$ cat src/rtl/core/console_line_editor_defines.svh
// Assertion helpers used by the console line editor controller RTL.
`ifndef CONSOLE_LINE_EDITOR_DEFINES_SVH
`define CONSOLE_LINE_EDITOR_DEFINES_SVH

// Condition that must hold at every clock edge out of reset.
`define CLE_ASSERT_ALWAYS(lbl, clk, rst_n, cond, msg) \
    lbl: assert property (@(posedge clk) disable iff (!(rst_n)) (cond)) else $error(msg);

// Consequent that must hold in the same cycle as the antecedent.
`define CLE_ASSERT_IMPLY(lbl, clk, rst_n, ante, cons, msg) \
    lbl: assert property (@(posedge clk) disable iff (!(rst_n)) (ante) |-> (cons)) else $error(msg);

`endif

$ cat src/rtl/core/cle_pkg.sv
`timescale 1ns / 1ps
package cle_pkg;

    // Default line store depth.
    localparam int LINE_LEN_DEF = 64;

    // Console control characters.
    localparam logic [7:0] CH_NUL  = 8'h00;
    localparam logic [7:0] CH_EOT  = 8'h04;
    localparam logic [7:0] CH_BS   = 8'h08;
    localparam logic [7:0] CH_LF   = 8'h0A;
    localparam logic [7:0] CH_CR   = 8'h0D;
    localparam logic [7:0] CH_KILL = 8'h15;

    // Controller states.
    typedef enum logic [1:0] {
        ST_IDLE,
        ST_READ,
        ST_LOAD,
        ST_EMPTY
    } cle_state_t;

endpackage

$ cat src/rtl/core/cle_line_ram.sv
`timescale 1ns / 1ps
module cle_line_ram #(
    parameter int LINE_LEN = cle_pkg::LINE_LEN_DEF,
    parameter int IDX_W    = $clog2(LINE_LEN)
) (
    input  logic             aclk,
    input  logic             wr_en,
    input  logic [IDX_W-1:0] wr_addr,
    input  logic [7:0]       wr_data,
    input  logic             rd_en,
    input  logic [IDX_W-1:0] rd_addr,
    output logic [7:0]       rd_data
);

    logic [7:0] mem [LINE_LEN];
    logic [7:0] rd_data_reg;

    // Single write port.
    always_ff @(posedge aclk) begin
        if (wr_en) begin
            mem[wr_addr] <= wr_data;
        end
    end

    // Registered read port; the data holds until the next read.
    always_ff @(posedge aclk) begin
        if (rd_en) begin
            rd_data_reg <= mem[rd_addr];
        end
    end

    assign rd_data = rd_data_reg;

endmodule

$ cat src/rtl/core/cle_ctrl.sv
`timescale 1ns / 1ps
`include "console_line_editor_defines.svh"
module cle_ctrl #(
    parameter int LINE_LEN = cle_pkg::LINE_LEN_DEF,
    parameter int IDX_W    = $clog2(LINE_LEN),
    parameter int CNT_W    = $clog2(LINE_LEN + 1)
) (
    input  logic             aclk,
    input  logic             aresetn,
    input  logic             cfg_we,
    input  logic             cfg_wdata,
    input  logic             s_tvalid,
    output logic             s_tready,
    input  logic [7:0]       in_char,
    input  logic             in_pend,
    output logic             m_tvalid,
    input  logic             m_tready,
    output logic [7:0]       m_tdata,
    output logic             m_tlast,
    output logic             m_tuser,
    output logic             ram_we,
    output logic [IDX_W-1:0] ram_waddr,
    output logic [7:0]       ram_wdata,
    output logic             ram_re,
    output logic [IDX_W-1:0] ram_raddr,
    input  logic [7:0]       ram_rdata
);
    import cle_pkg::*;

    cle_state_t       state_reg, state_next;
    logic             raw_mode_reg;
    logic [CNT_W-1:0] fill_count_reg, fill_count_next;
    logic [IDX_W-1:0] rd_idx_reg, rd_idx_next;
    logic [IDX_W-1:0] last_idx_reg, last_idx_next;
    logic             m_tvalid_reg, m_tvalid_next;
    logic [7:0]       m_tdata_reg;
    logic             m_tlast_reg;
    logic             m_tuser_reg;

    logic             accept;
    logic             slot_free;
    logic             at_last;
    logic [7:0]       st_byte;
    logic             do_store;
    logic             send;
    logic [CNT_W-1:0] cnt_edit;
    logic [CNT_W-1:0] cnt_after;
    logic [CNT_W-1:0] cnt_last;
    logic             commit;
    logic             load_byte;
    logic             load_empty;

    assign accept    = s_tvalid && s_tready;
    assign slot_free = !m_tvalid_reg || m_tready;
    assign at_last   = (rd_idx_reg == last_idx_reg);

    // Line editing of the incoming byte against the current fill count.
    always_comb begin
        st_byte  = in_char;
        do_store = 1'b0;
        send     = 1'b0;
        cnt_edit = fill_count_reg;
        if (in_char == CH_NUL) begin
            send = (fill_count_reg != '0) && !in_pend;
        end else if (raw_mode_reg) begin
            do_store = 1'b1;
            send     = !in_pend;
        end else begin
            if (in_char == CH_CR) begin
                st_byte = CH_LF;
            end
            case (st_byte)
                CH_BS: begin
                    if (fill_count_reg != '0) begin
                        cnt_edit = fill_count_reg - CNT_W'(1);
                    end
                end
                CH_KILL: begin
                    cnt_edit = '0;
                end
                CH_EOT: begin
                    send = 1'b1;
                end
                default: begin
                    do_store = 1'b1;
                    send     = (st_byte == CH_LF);
                end
            endcase
        end
        cnt_after = do_store ? cnt_edit + CNT_W'(1) : cnt_edit;
        cnt_last  = cnt_after - CNT_W'(1);
        commit    = send || (cnt_after == CNT_W'(LINE_LEN));
    end

    // Next state.
    always_comb begin
        state_next = state_reg;
        case (state_reg)
            ST_IDLE: begin
                if (accept && commit) begin
                    state_next = (cnt_after == '0) ? ST_EMPTY : ST_READ;
                end
            end
            ST_READ: begin
                state_next = ST_LOAD;
            end
            ST_LOAD: begin
                if (slot_free) begin
                    state_next = at_last ? ST_IDLE : ST_READ;
                end
            end
            ST_EMPTY: begin
                if (slot_free) begin
                    state_next = ST_IDLE;
                end
            end
            default: begin
                state_next = ST_IDLE;
            end
        endcase
    end

    // State outputs.
    always_comb begin
        s_tready   = 1'b0;
        ram_re     = 1'b0;
        load_byte  = 1'b0;
        load_empty = 1'b0;
        case (state_reg)
            ST_IDLE: begin
                s_tready = 1'b1;
            end
            ST_READ: begin
                ram_re = 1'b1;
            end
            ST_LOAD: begin
                load_byte = slot_free;
            end
            ST_EMPTY: begin
                load_empty = slot_free;
            end
            default: begin
                s_tready = 1'b0;
            end
        endcase
    end

    // Store port: bytes go in at the current fill position.
    assign ram_we    = accept && do_store;
    assign ram_waddr = fill_count_reg[IDX_W-1:0];
    assign ram_wdata = st_byte;
    assign ram_raddr = rd_idx_reg;

    // Counter and pointer updates.
    always_comb begin
        fill_count_next = fill_count_reg;
        rd_idx_next     = rd_idx_reg;
        last_idx_next   = last_idx_reg;
        if (accept) begin
            fill_count_next = commit ? '0 : cnt_after;
            if (commit) begin
                rd_idx_next   = '0;
                last_idx_next = cnt_last[IDX_W-1:0];
            end
        end
        if (load_byte && !at_last) begin
            rd_idx_next = rd_idx_reg + IDX_W'(1);
        end
    end

    // Output beat valid.
    always_comb begin
        m_tvalid_next = m_tvalid_reg;
        if (load_byte || load_empty) begin
            m_tvalid_next = 1'b1;
        end else if (m_tready) begin
            m_tvalid_next = 1'b0;
        end
    end

    // Control registers.
    always_ff @(posedge aclk) begin
        if (!aresetn) begin
            state_reg      <= ST_IDLE;
            raw_mode_reg   <= 1'b0;
            fill_count_reg <= '0;
            rd_idx_reg     <= '0;
            last_idx_reg   <= '0;
            m_tvalid_reg   <= 1'b0;
        end else begin
            state_reg      <= state_next;
            fill_count_reg <= fill_count_next;
            rd_idx_reg     <= rd_idx_next;
            last_idx_reg   <= last_idx_next;
            m_tvalid_reg   <= m_tvalid_next;
            if (cfg_we) begin
                raw_mode_reg <= cfg_wdata;
            end
        end
    end

    // Output beat payload.
    always_ff @(posedge aclk) begin
        if (load_byte) begin
            m_tdata_reg <= ram_rdata;
            m_tuser_reg <= 1'b0;
            m_tlast_reg <= at_last;
        end else if (load_empty) begin
            m_tdata_reg <= CH_NUL;
            m_tuser_reg <= 1'b1;
            m_tlast_reg <= 1'b1;
        end
    end

    assign m_tvalid = m_tvalid_reg;
    assign m_tdata  = m_tdata_reg;
    assign m_tlast  = m_tlast_reg;
    assign m_tuser  = m_tuser_reg;

    // The count stays below the store depth between items.
    `CLE_ASSERT_ALWAYS(a_fill_bound, aclk, aresetn, fill_count_reg < CNT_W'(LINE_LEN), "fill count reached store depth")
    // A commit in progress has already cleared the fill count.
    `CLE_ASSERT_IMPLY(a_commit_clear, aclk, aresetn, state_reg != ST_IDLE, fill_count_reg == '0, "fill count not cleared during commit")
    // The read pointer never runs past the last stored byte.
    `CLE_ASSERT_IMPLY(a_rd_bound, aclk, aresetn, state_reg == ST_LOAD, rd_idx_reg <= last_idx_reg, "read pointer beyond line end")
    // An empty-line beat is always the last of its line.
    `CLE_ASSERT_IMPLY(a_empty_last, aclk, aresetn, m_tvalid_reg && m_tuser_reg, m_tlast_reg && (m_tdata_reg == CH_NUL), "empty-line beat malformed")

endmodule

$ cat src/rtl/core/console_line_editor.sv
`timescale 1ns / 1ps
// Console line editor. Each input beat carries one console byte and a flag
// saying more input is already waiting; the block gathers bytes into a line
// store and, on a commit (newline, end of file, flush, raw mode with nothing
// pending, or a full store), sends the line out one byte per beat with tlast
// on the final byte, or a single beat with tuser set for an empty line.
// An input beat that does not commit leaves the block idle, so such beats can
// be taken on every cycle. A commit keeps s_tready low until its last beat is
// loaded, each byte passing a read and a load state, as the line store has a
// single read port and registered read data; the last byte waits in the output
// register while new input is already taken. The user must write raw_mode
// through cfg_we and cfg_wdata only while the block is idle; it is not enforced.
module console_line_editor #(
    parameter int LINE_LEN = cle_pkg::LINE_LEN_DEF
) (
    input  logic        aclk,
    input  logic        aresetn,
    input  logic        cfg_we,
    input  logic        cfg_wdata,   // raw_mode
    input  logic        s_tvalid,
    output logic        s_tready,
    input  logic [15:0] s_tdata,     // [7:0] char_in, [8] more_pending, [15:9] zero
    output logic        m_tvalid,
    input  logic        m_tready,
    output logic [7:0]  m_tdata,     // [7:0] line_byte
    output logic        m_tlast,     // last_of_line
    output logic        m_tuser      // [0] empty_line
);

    localparam int IDX_W = $clog2(LINE_LEN);
    localparam int CNT_W = $clog2(LINE_LEN + 1);

    logic             ram_we;
    logic [IDX_W-1:0] ram_waddr;
    logic [7:0]       ram_wdata;
    logic             ram_re;
    logic [IDX_W-1:0] ram_raddr;
    logic [7:0]       ram_rdata;

    // Editing, commit sequencing and output register.
    cle_ctrl #(
        .LINE_LEN (LINE_LEN),
        .IDX_W    (IDX_W),
        .CNT_W    (CNT_W)
    ) u_ctrl (
        .aclk      (aclk),
        .aresetn   (aresetn),
        .cfg_we    (cfg_we),
        .cfg_wdata (cfg_wdata),
        .s_tvalid  (s_tvalid),
        .s_tready  (s_tready),
        .in_char   (s_tdata[7:0]),
        .in_pend   (s_tdata[8]),
        .m_tvalid  (m_tvalid),
        .m_tready  (m_tready),
        .m_tdata   (m_tdata),
        .m_tlast   (m_tlast),
        .m_tuser   (m_tuser),
        .ram_we    (ram_we),
        .ram_waddr (ram_waddr),
        .ram_wdata (ram_wdata),
        .ram_re    (ram_re),
        .ram_raddr (ram_raddr),
        .ram_rdata (ram_rdata)
    );

    // Line store.
    cle_line_ram #(
        .LINE_LEN (LINE_LEN),
        .IDX_W    (IDX_W)
    ) u_line_ram (
        .aclk    (aclk),
        .wr_en   (ram_we),
        .wr_addr (ram_waddr),
        .wr_data (ram_wdata),
        .rd_en   (ram_re),
        .rd_addr (ram_raddr),
        .rd_data (ram_rdata)
    );

endmodule
$ cat config.mk
export PLATFORM = sky130hd
export DESIGN_NAME = console_line_editor
export DESIGN_NICKNAME = d
export VERILOG_FILES = /design/src/rtl/core/cle_pkg.sv /design/src/rtl/core/cle_line_ram.sv /design/src/rtl/core/cle_ctrl.sv /design/src/rtl/core/console_line_editor.sv
export VERILOG_INCLUDE_DIRS = /design/src /design/src/rtl/core
export SDC_FILE = /design/constraint.sdc
export NUM_CORES = 1
export LEC_CHECK = 0
export ABC_CLOCK_PERIOD_IN_PS = 5400
export BUFFER_PORTS_ARGS = -buffer_cell sky130_fd_sc_hd__buf_2
export CAP_MARGIN = 25
export CORE_MARGIN = 1.5
export CORE_UTILIZATION = 55
export CTS_CLUSTER_SIZE = 40
export DETAILED_ROUTE_END_ITERATION = 7
export GPL_TIMING_DRIVEN = 0
export PLACE_DENSITY = 0.71
export SLEW_MARGIN = 0
export SYNTH_ARGS = -nofsm -noshare
export SYNTH_HDL_FRONTEND = slang
export SYNTH_SLANG_ARGS = --single-unit
$ cat constraint.sdc
create_clock -name aclk -period 5.4 [get_ports aclk]
set_clock_uncertainty 0.05 [all_clocks]
set_input_delay 0.54 -clock aclk [delete_from_list [all_inputs] [get_ports aclk]]
set_output_delay 0.54 -clock aclk [all_outputs]
set_load 0.02 [all_outputs]
-- After elaboration in Yosys (flattened, before gate mapping)
Memory sizes are Yosys's and may differ from the RTL's. A register that Yosys moved wholly into a read port is not among the register bits.
Cells that the tools add are included.
- word-level logic and storage cells: 89
- memory bits (writable): 512
- output and inout port bits: 12
- register bits after elaboration: 33
- memories: 1
- reductions and logical operators: 24
- add/subtract/negate cells: 4
- eq/ne operators: 13
- mux-type cells: 38
- memory list (name ; words ; width ; rd ports ; clocked after Yosys merged registers in ; wr ports ; line ; source):
    u_line_ram.mem ; 64 ; 8 ; 1 ; 1 ; 1 ; cle_line_ram.sv:15 ; logic [7:0] mem [LINE_LEN];
- operator list (kind ; number):
    $mux W8 ; 7
    $mux W7 ; 5
    $eq A8 B4 Y1 const B ; 3
    $mux W6 ; 3
    $mux W1 ; 16
    $pmux W7 S2 ; 1
    $eq A8 B3 Y1 const B ; 1
    $eq A8 B5 Y1 const B ; 1
    $logic_not A8 Y1 ; 1
    $mux W2 ; 4
    $pmux W2 S4 ; 1
    $reduce_bool A2 Y1 ; 4
    $add A7 B1 Y7 const B ; 1
    $eq A7 B7 Y1 const B ; 1
    $logic_not A7 Y1 ; 1
    $reduce_bool A7 Y1 ; 1
    $sub A7 B1 Y7 const B ; 1
    $add A6 B1 Y6 const B ; 1
    $eq A6 B6 Y1 ; 1
    $ne A2 B1 Y1 const B ; 3
    $sub A6 B1 Y6 const B ; 1
    $logic_and A1 B1 Y1 ; 5
    $eq A2 B2 Y1 const B ; 2
    $reduce_and A2 Y1 ; 2
    other kinds (8) ; 12

-- Logic depth before layout (Yosys ltp)
Gate-level depths: netlist of the first run.
- depth in word-level cells: 15
- mapped depth: 15
- gate-level depth less buffers: 14

-- Modules after synthesis
From an unflattened synthesis of the first run, not the netlist that was laid out.
- cells, all modules: 1211
- area total of the unflattened synthesis: 22579.2 µm²
- by module, submodules not included (module ; cells an instance ; sequential area each (µm²) ; area an instance (µm²) ; instances):
    cle_line_ram ; 940 ; 15615.0 ; 20246.9 ; 1
    cle_ctrl ; 271 ; 750.7 ; 2332.2 ; 1

-- Worst setup path after synthesis of the first run
No wires, ideal clock.
- kind: input to register
- start point: in s_tdata[0]
- end point: mem u_line_ram.mem[0][0], data pin
- path buffers: 1
- arrival: 3.460 ns
- cell stages on the path: 2
- required time: 4.627 ns
- setup time: 0.723 ns
- slack: 1.166 ns
- cells stage by stage: clkbuf_1 > a21boi_0
- word-level cells in the longest chain between the ends: 6
- ends and longest elaborated chain (item ; line ; source):
    start, declared ; console_line_editor.sv:22 ; input logic [15:0] s_tdata,
    $eq A8 B4 Y1 ; cle_ctrl.sv:69 ; if (in_char == CH_CR) begin
    $mux W8 ; cle_ctrl.sv:69 ;
    $mux W8 ; cle_ctrl.sv:65 ; end else if (raw_mode_reg) begin
    $mux W8 ; cle_ctrl.sv:63 ; if (in_char == CH_NUL) begin
    $mux W8 ; cle_ctrl.sv:65 ;
    $mux W8 * ; cle_ctrl.sv:63 ;
    via ram_wdata[0] ; console_line_editor.sv:35 ; logic [7:0] ram_wdata;
    end, declared ; cle_line_ram.sv:15 ;
The timed path passes the listed nets; every way through them passes the cells marked *. The select of a mux whose other input is x is not followed.

==> results of run 1 <==
through the flow:
step	utilization [%]	cell area [um^2]	std cells
2_1_floorplan	-	22140	1082
3_3_place_gp	57.68	22920	1631
3_5_place_dp	58.24	23140	1641
4_1_cts	62.65	24890	1742
5_1_grt	62.72	24920	1744
6_report	62.72	24920	1744
worst max path at each step:
stage | start | to
finish | u_ctrl.ram_raddr[0] | u_line_ram.rd_data[3]
global route | u_ctrl.ram_raddr[0] | u_line_ram.rd_data[4]
CTS | u_ctrl.ram_raddr[0] | u_line_ram.rd_data[2]
detailed placement | u_ctrl.ram_raddr[0] | u_line_ram.rd_data[2]
global placement | s_tdata[1] | u_line_ram.mem[16][2]
floorplan | s_tdata[0] | u_line_ram.mem[0][0]
kinds of logic (layout without fill, tap and decap cells):
family          after synthesis  in the layout  synth area share (%)
mux                         177            177                 17.50
fa+ha+maj                     5              5                0.2826
buf+inv                      70            207                 1.294
flops                       553            553                 73.92
xor+xnor                     15             15                0.5934
simple gates                194            194                 4.126
compound gates               68             68                 2.278
cells in the mapped netlist (all sizes together), types with 9 or more instances:
cell    count  area (um^2)
edfxtp    529        15890
mux4      168         3784
dfxtp      24        480.5
o21ai      15        86.34
buf        19        95.08
clkbuf     44        165.2
nor2       89        334.1
and3       10        62.56
or3        10        62.56
a21oi      16        80.08
xnor2       9        78.83
nand3      15        75.07
nand2      37        143.9
metal layers:
layer,vias to the layer above,wire length (um)
li1,4677,-
met1,5878,20290
met2,498,24170
met3,85,3904
met4,4,1270
met5,-,27
cell type report:
class                           instances  area (um^2)  area share, %
Multi-Input combinational cell        459         5510          22.11
Clock inverter                         31        297.8          1.195
Sequential cell                       553        16370          65.68
Inverter                                7        26.28         0.1054
Clock buffer                           70         1454          5.834
Tap cell                              525        656.9          2.636
Timing Repair Buffer                   36        341.6          1.371
Buffer                                 63        266.5          1.069
where the power goes:
part | leakage, nW | switching [mW] | internal, mW | total (mW)
combinational | 1.79 | 0.169 | 0.0749 | 0.244
sequential | 4.96 | 0.00653 | 4.71 | 4.72
clock | 0.857 | 1.59 | 2.14 | 3.73
worst reg2reg max path, delay by kind of cell (launching register included):
kind	cells	cell delay, ns
muxes	3	1.66
DFF	1	0.34
buffers and inverters	3	1.77
==> flow_summary.json, run 1 <==
{
  "antenna_found_initial": 2,
  "clkTransAtPathRegs_ns": 0.06,
  "syn_avg_cell_area_um2": 20.46,
  "cts_buffers": 56,
  "fin_hold_ws_ns": 0.1227,
  "ios": 34,
  "fmax_ghz": 0.2454,
  "nFillCells": 2756,
  "cp_slowest_cell": "buf_1",
  "busiest_layer": "met2",
  "io_buffers": 24,
  "syn_to_final_growth_pct": 12.56,
  "grtUsageMet2_pct": 39.31,
  "grt_usage_pct": 24.90,
  "tns_ns": 0,
  "reg2reg_from": "u_ctrl.ram_raddr[0]",
  "cpMostUsedCell": "mux4_2",
  "synthesis.nets": 1109,
  "crit_path_max_incr_delay_ns": 0.79,
  "diodes": 0,
  "drc": 0,
  "path_buf_inv": 3,
  "vias_per_cell": 6.389,
  "arrival_ns": 4.37,
  "r2r_setup_slack_ns": 1.32,
  "rsz0062_at_grt": "false",
  "min_to": "u_ctrl.raw_mode_reg",
  "r2r-end": "u_line_ram.rd_data[3]",
  "synth_area_mm2": 0.02214,
  "yosys_warnings": 0,
  "design.core.area_mm2": 0.03973,
  "grt_pass1_wl_mm": 73.38,
  "clk_latency_ns": 0.60,
  "max-vdd-ir-drop_uv": 246.0,
  "cap_violations": 0,
  "slew_violations": 0,
  "final-hold-violation-count": 0,
  "powerDensity_mw_per_mm2": 349.0,
  "cp-end-kind": "flip-flop",
  "grt_use_met1_pct": 36.26,
  "largest_register_ffs": 512,
  "cts_hold_buf": 0,
  "ys_seq_elements": 553,
  "fp-row-count": 73,
  "place_congestion": 0.8517,
  "htree_levels": 2,
  "dp_hpwl_mm": 32.20,
  "die_x_um": 203.6,
  "power.leakage_nw": 7.607,
  "final_antenna_net_count": 0,
  "period_minus_slack_ns": 4.075,
  "drive_above_1_share_pct": 25.10,
  "critPathLaunchType": "flip-flop",
  "final_nets": 1203,
  "die_y_um": 203.6,
  "critical_path_class": "reg2reg",
  "clock-root-buffer": "clkbuf_16",
  "cp_max_fo": 10,
  "yosysSeqAreaShare_pct": 73.92,
  "synth_ff_type": "edfxtp_1",
  "cts_tree": "built",
  "initial_core_util_pct": 55.72,
  "grt_max_degree": 49,
  "grt_pass1_vias": 11104,
  "wire_per_inst_um": 28.47,
  "path_cells": "clkbuf_1 -> clkbuf_1 -> buf_1 -> mux4_2 -> mux4_2 -> mux4_2",
  "drt_iter0_drc": 1163,
  "crit_cells": 6,
  "synthArstFlopShare_pct": 0,
  "hp-start": "cfg_wdata",
  "overflow": 0,
  "syn_inst": 1082,
  "setup_viol": 0,
  "hold_class": "in2reg",
  "synth_cell_types": 61,
  "final_common_cell": "edfxtp_1",
  "tightestPinTransition_ns": 1.021,
  "slew_headroom_pct": 31.94,
  "finalPower_mw": 8.697,
  "synth_edf_count": 529,
  "die-area_mm2": 0.04147,
  "status": "completed",
  "final_cell_mix": "edfxtp_1 (529), mux4_2 (168), nor2_1 (89)",
  "dr.pass1.iters": 5,
  "setup_slack_ns": 1.325,
  "post_cts_resized": 0,
  "post-place-ws_ns": 1.177,
  "met3_usage_pct": 4.043,
  "crit_family": "buffers and inverters",
  "post_cts_buffers": 0,
  "route.vias.total": 11142,
  "whs_path_depth": 3,
  "r2r_cells": 6,
  "layout_worst_path_cycle_share_pct": 75.47,
  "cp.required_ns": 5.69,
  "drt_wl_total_mm": 49.66,
  "cts_sinks": 553,
  "cts_buffer_depth": 3
}
(Power assumes the default switching activity.)
==> inputs of run 2 (changes only) <==
--- a/config.mk
+++ b/config.mk
@@ -6,7 +6,8 @@
 export SDC_FILE = /design/constraint.sdc
 export NUM_CORES = 1
 export LEC_CHECK = 0
-export ABC_CLOCK_PERIOD_IN_PS = 5400
+export ABC_AREA = 1
+export ABC_CLOCK_PERIOD_IN_PS = 3500
 export BUFFER_PORTS_ARGS = -buffer_cell sky130_fd_sc_hd__buf_2
 export CAP_MARGIN = 25
 export CORE_MARGIN = 1.5
@@ -14,7 +15,7 @@
 export CTS_CLUSTER_SIZE = 40
 export DETAILED_ROUTE_END_ITERATION = 7
 export GPL_TIMING_DRIVEN = 0
-export PLACE_DENSITY = 0.71
+export PLACE_DENSITY = 0.74
 export SLEW_MARGIN = 0
 export SYNTH_ARGS = -nofsm -noshare
 export SYNTH_HDL_FRONTEND = slang
==> constraint.sdc (replaced) <==
create_clock -name aclk -period 3.5 [get_ports aclk]
set_clock_uncertainty 0.05 [all_clocks]
set_input_delay 0.35 -clock aclk [delete_from_list [all_inputs] [get_ports aclk]]
set_output_delay 0.35 -clock aclk [all_outputs]
set_load 0.02 [all_outputs]
==> run 2 against run 1 <==
The run now ends with setup timing left. Register-to-register slack worse by 1.3 ns. Final area up 2.9%. Power up 57%. Via count up 50%. Setup slack worse by 1.3 ns. Combinational power up 99%. Fmax up 16%. Critical path type unchanged. Critical endpoint is now u_line_ram.mem[53][1].
==> flow_summary.json, run 2 <==
{
  "htree_levels": 2,
  "r2r_cells": 6,
  "post_cts_buffers": 0,
  "setup_viol": 8,
  "critical_path_class": "reg2reg",
  "grt_pass1_wl_mm": 108.2,
  "cp_max_fo": 10,
  "dp_hpwl_mm": 52.53,
  "layout_worst_path_cycle_share_pct": 100.6,
  "synthArstFlopShare_pct": 0,
  "syn_avg_cell_area_um2": 11.98,
  "yosysTopAreaCell": "edfxtp_1",
  "vias_per_cell": 6.517,
  "syn_to_final_growth_pct": 12.72,
  "post-place-ws_ns": -0.3088,
  "route.vias.total": 16768,
  "slew_headroom_pct": 17.28,
  "cts_tree": "built",
  "drt_iter0_drc": 2883,
  "die_x_um": 206.3,
  "cts_buffer_depth": 3,
  "fmax_ghz": 0.2839,
  "arrival_ns": 3.71,
  "yosys-top-cells-count": "edfxtp_1 (529), nor2_1 (439), o21ai_0 (326), o22ai_1 (143), clkbuf_1 (110)",
  "fp-row-count": 74,
  "final_nets": 2022,
  "grt_max_degree": 47,
  "clock-root-buffer": "clkbuf_16",
  "drc": 0,
  "clk_latency_ns": 0.63,
  "setup_slack_ns": -0.02262,
  "synth_ff_type": "edfxtp_1",
  "whs_path_depth": 4,
  "synth_edf_count": 529,
  "yosys_warnings": 0,
  "cts_sinks": 553,
  "drt_wl_total_mm": 77.11,
  "cts_buffers": 55,
  "cap_violations": 0,
  "hp-start": "m_tready",
  "dpl-instance-area_mm2": 0.02374,
  "final-hold-violation-count": 0,
  "largest_register_ffs": 512,
  "dr.pass1.iters": 6,
  "violations": "setup timing",
  "tns_ns": -0.1149,
  "power.leakage_nw": 8.582,
  "slew_violations": 0,
  "ys_seq_elements": 553,
  "startpoint": "u_ctrl.state_reg[1]",
  "die-area_mm2": 0.04258,
  "die_y_um": 206.3,
  "hold_class": "in2reg",
  "io_buffers": 26,
  "grt_pass1_vias": 15549,
  "reg2reg_from": "u_ctrl.state_reg[1]",
  "synthesis.nets": 1925,
  "place_congestion": 1.026,
  "initial_core_util_pct": 55.69,
  "synthTopCellsByArea": "edfxtp_1 (70%), nor2_1 (7.2%), o21ai_0 (7.2%), o22ai_1 (3.9%), dfxtp_1 (2.1%)",
  "syn_inst": 1898,
  "period_minus_slack_ns": 3.523,
  "tightestPinTransition_ns": 1.241,
  "clkTransAtPathRegs_ns": 0.06,
  "grt_usage_pct": 36.99,
  "powerDensity_mw_per_mm2": 532.2,
  "finalPower_mw": 13.64,
  "utilization_pct": 62.78,
  "overflow": 0,
  "synth_cell_types": 42,
  "wire_per_inst_um": 29.97,
  "drive_above_1_share_pct": 10.69,
  "yosys.area.top_type_share_pct": 69.85,
  "cp.required_ns": 3.69,
  "antenna_found_initial": 3,
  "final_cell_mix": "edfxtp_1 (529), nor2_1 (431), o21ai_0 (325)",
  "final_antenna_net_count": 0,
  "yosysSeqAreaShare_pct": 71.97,
  "yosysMostFrequentCell": "edfxtp_1",
  "design.core.area_mm2": 0.04083,
  "cp-end-kind": "flip-flop",
  "ios": 34,
  "critPathLaunchType": "flip-flop",
  "final_common_cell": "edfxtp_1",
  "rsz0062_at_grt": "true",
  "synth_area_mm2": 0.02274,
  "design_area_mm2": 0.02563,
  "max-vdd-ir-drop_uv": 471.0,
  "status": "finished with violations"
}
## run 2: final timing paths
check | endpoint | slack, ns
worst max-delay path | u_line_ram.mem[53][1] | -0.02
worst min-delay path | u_ctrl.m_tvalid | 0.05
worst max register to register | u_line_ram.mem[53][1] | -0.02
worst min register to register | u_ctrl.m_tuser | 0.44
## run 2: area by class of cell
cell class              count  area (um^2)
fillers                  3053        15200
clock inverters            37        366.6
inverters                  67        251.5
flip-flops and latches    553        16370
diodes                      1        2.502
repair buffers             40        376.6
clock buffers              65         1414
plain buffers             122        528.0
multi-input cells        1156         5663
well taps                 532        665.6
## run 2: logic make-up after synthesis
kind of cell	after synthesis	share of synthesized area, %
simple gates	611	11.14
buf+inv	189	3.257
xor+xnor	9	0.3466
flops	553	71.97
fa+ha+maj	5	0.2751
compound gates	531	13.02
## run 2: per-layer routing
metal	vias up	track usage [%]	part of all wire, %
met1	8104	49.69	37
met4	0	23.32	6.9
met3	265	9.130	13
li1	7130	-	-
met2	1269	54.18	44
met5	-	0.7143	0
## run 2: where the power goes
group	switching [mW]	internal, mW
logic	0.367	0.118
registers	0.0147	7.28
clock network	2.58	3.28
## run 2: per-stage QoR
step	hold WS, ns	std cells
5_1_grt	0.08258	2572
2_1_floorplan	0.4049	1898
6_report	0.05438	2573
4_1_cts	0.04903	2570
3_3_place_gp	0.4032	2456
3_5_place_dp	0.4365	2465
## run 2: worst max-delay path, cell delays in order (launching register included)
cell and delay [ns]:
dfxtp_1 0.34, nor2_1 0.20, nand2_1 0.09, clkbuf_1 0.26, nor3_1 0.45, nand3_1 0.79
nor2_1 0.93
## run 2: what timing repair did
item / 4_1_cts / 5_1_grt
resized for setup: 9 / 50
endpoints found under the setup margin: 22 / 60
hold endpoints to repair: 6 / 0
hold buffers: 3 / 0
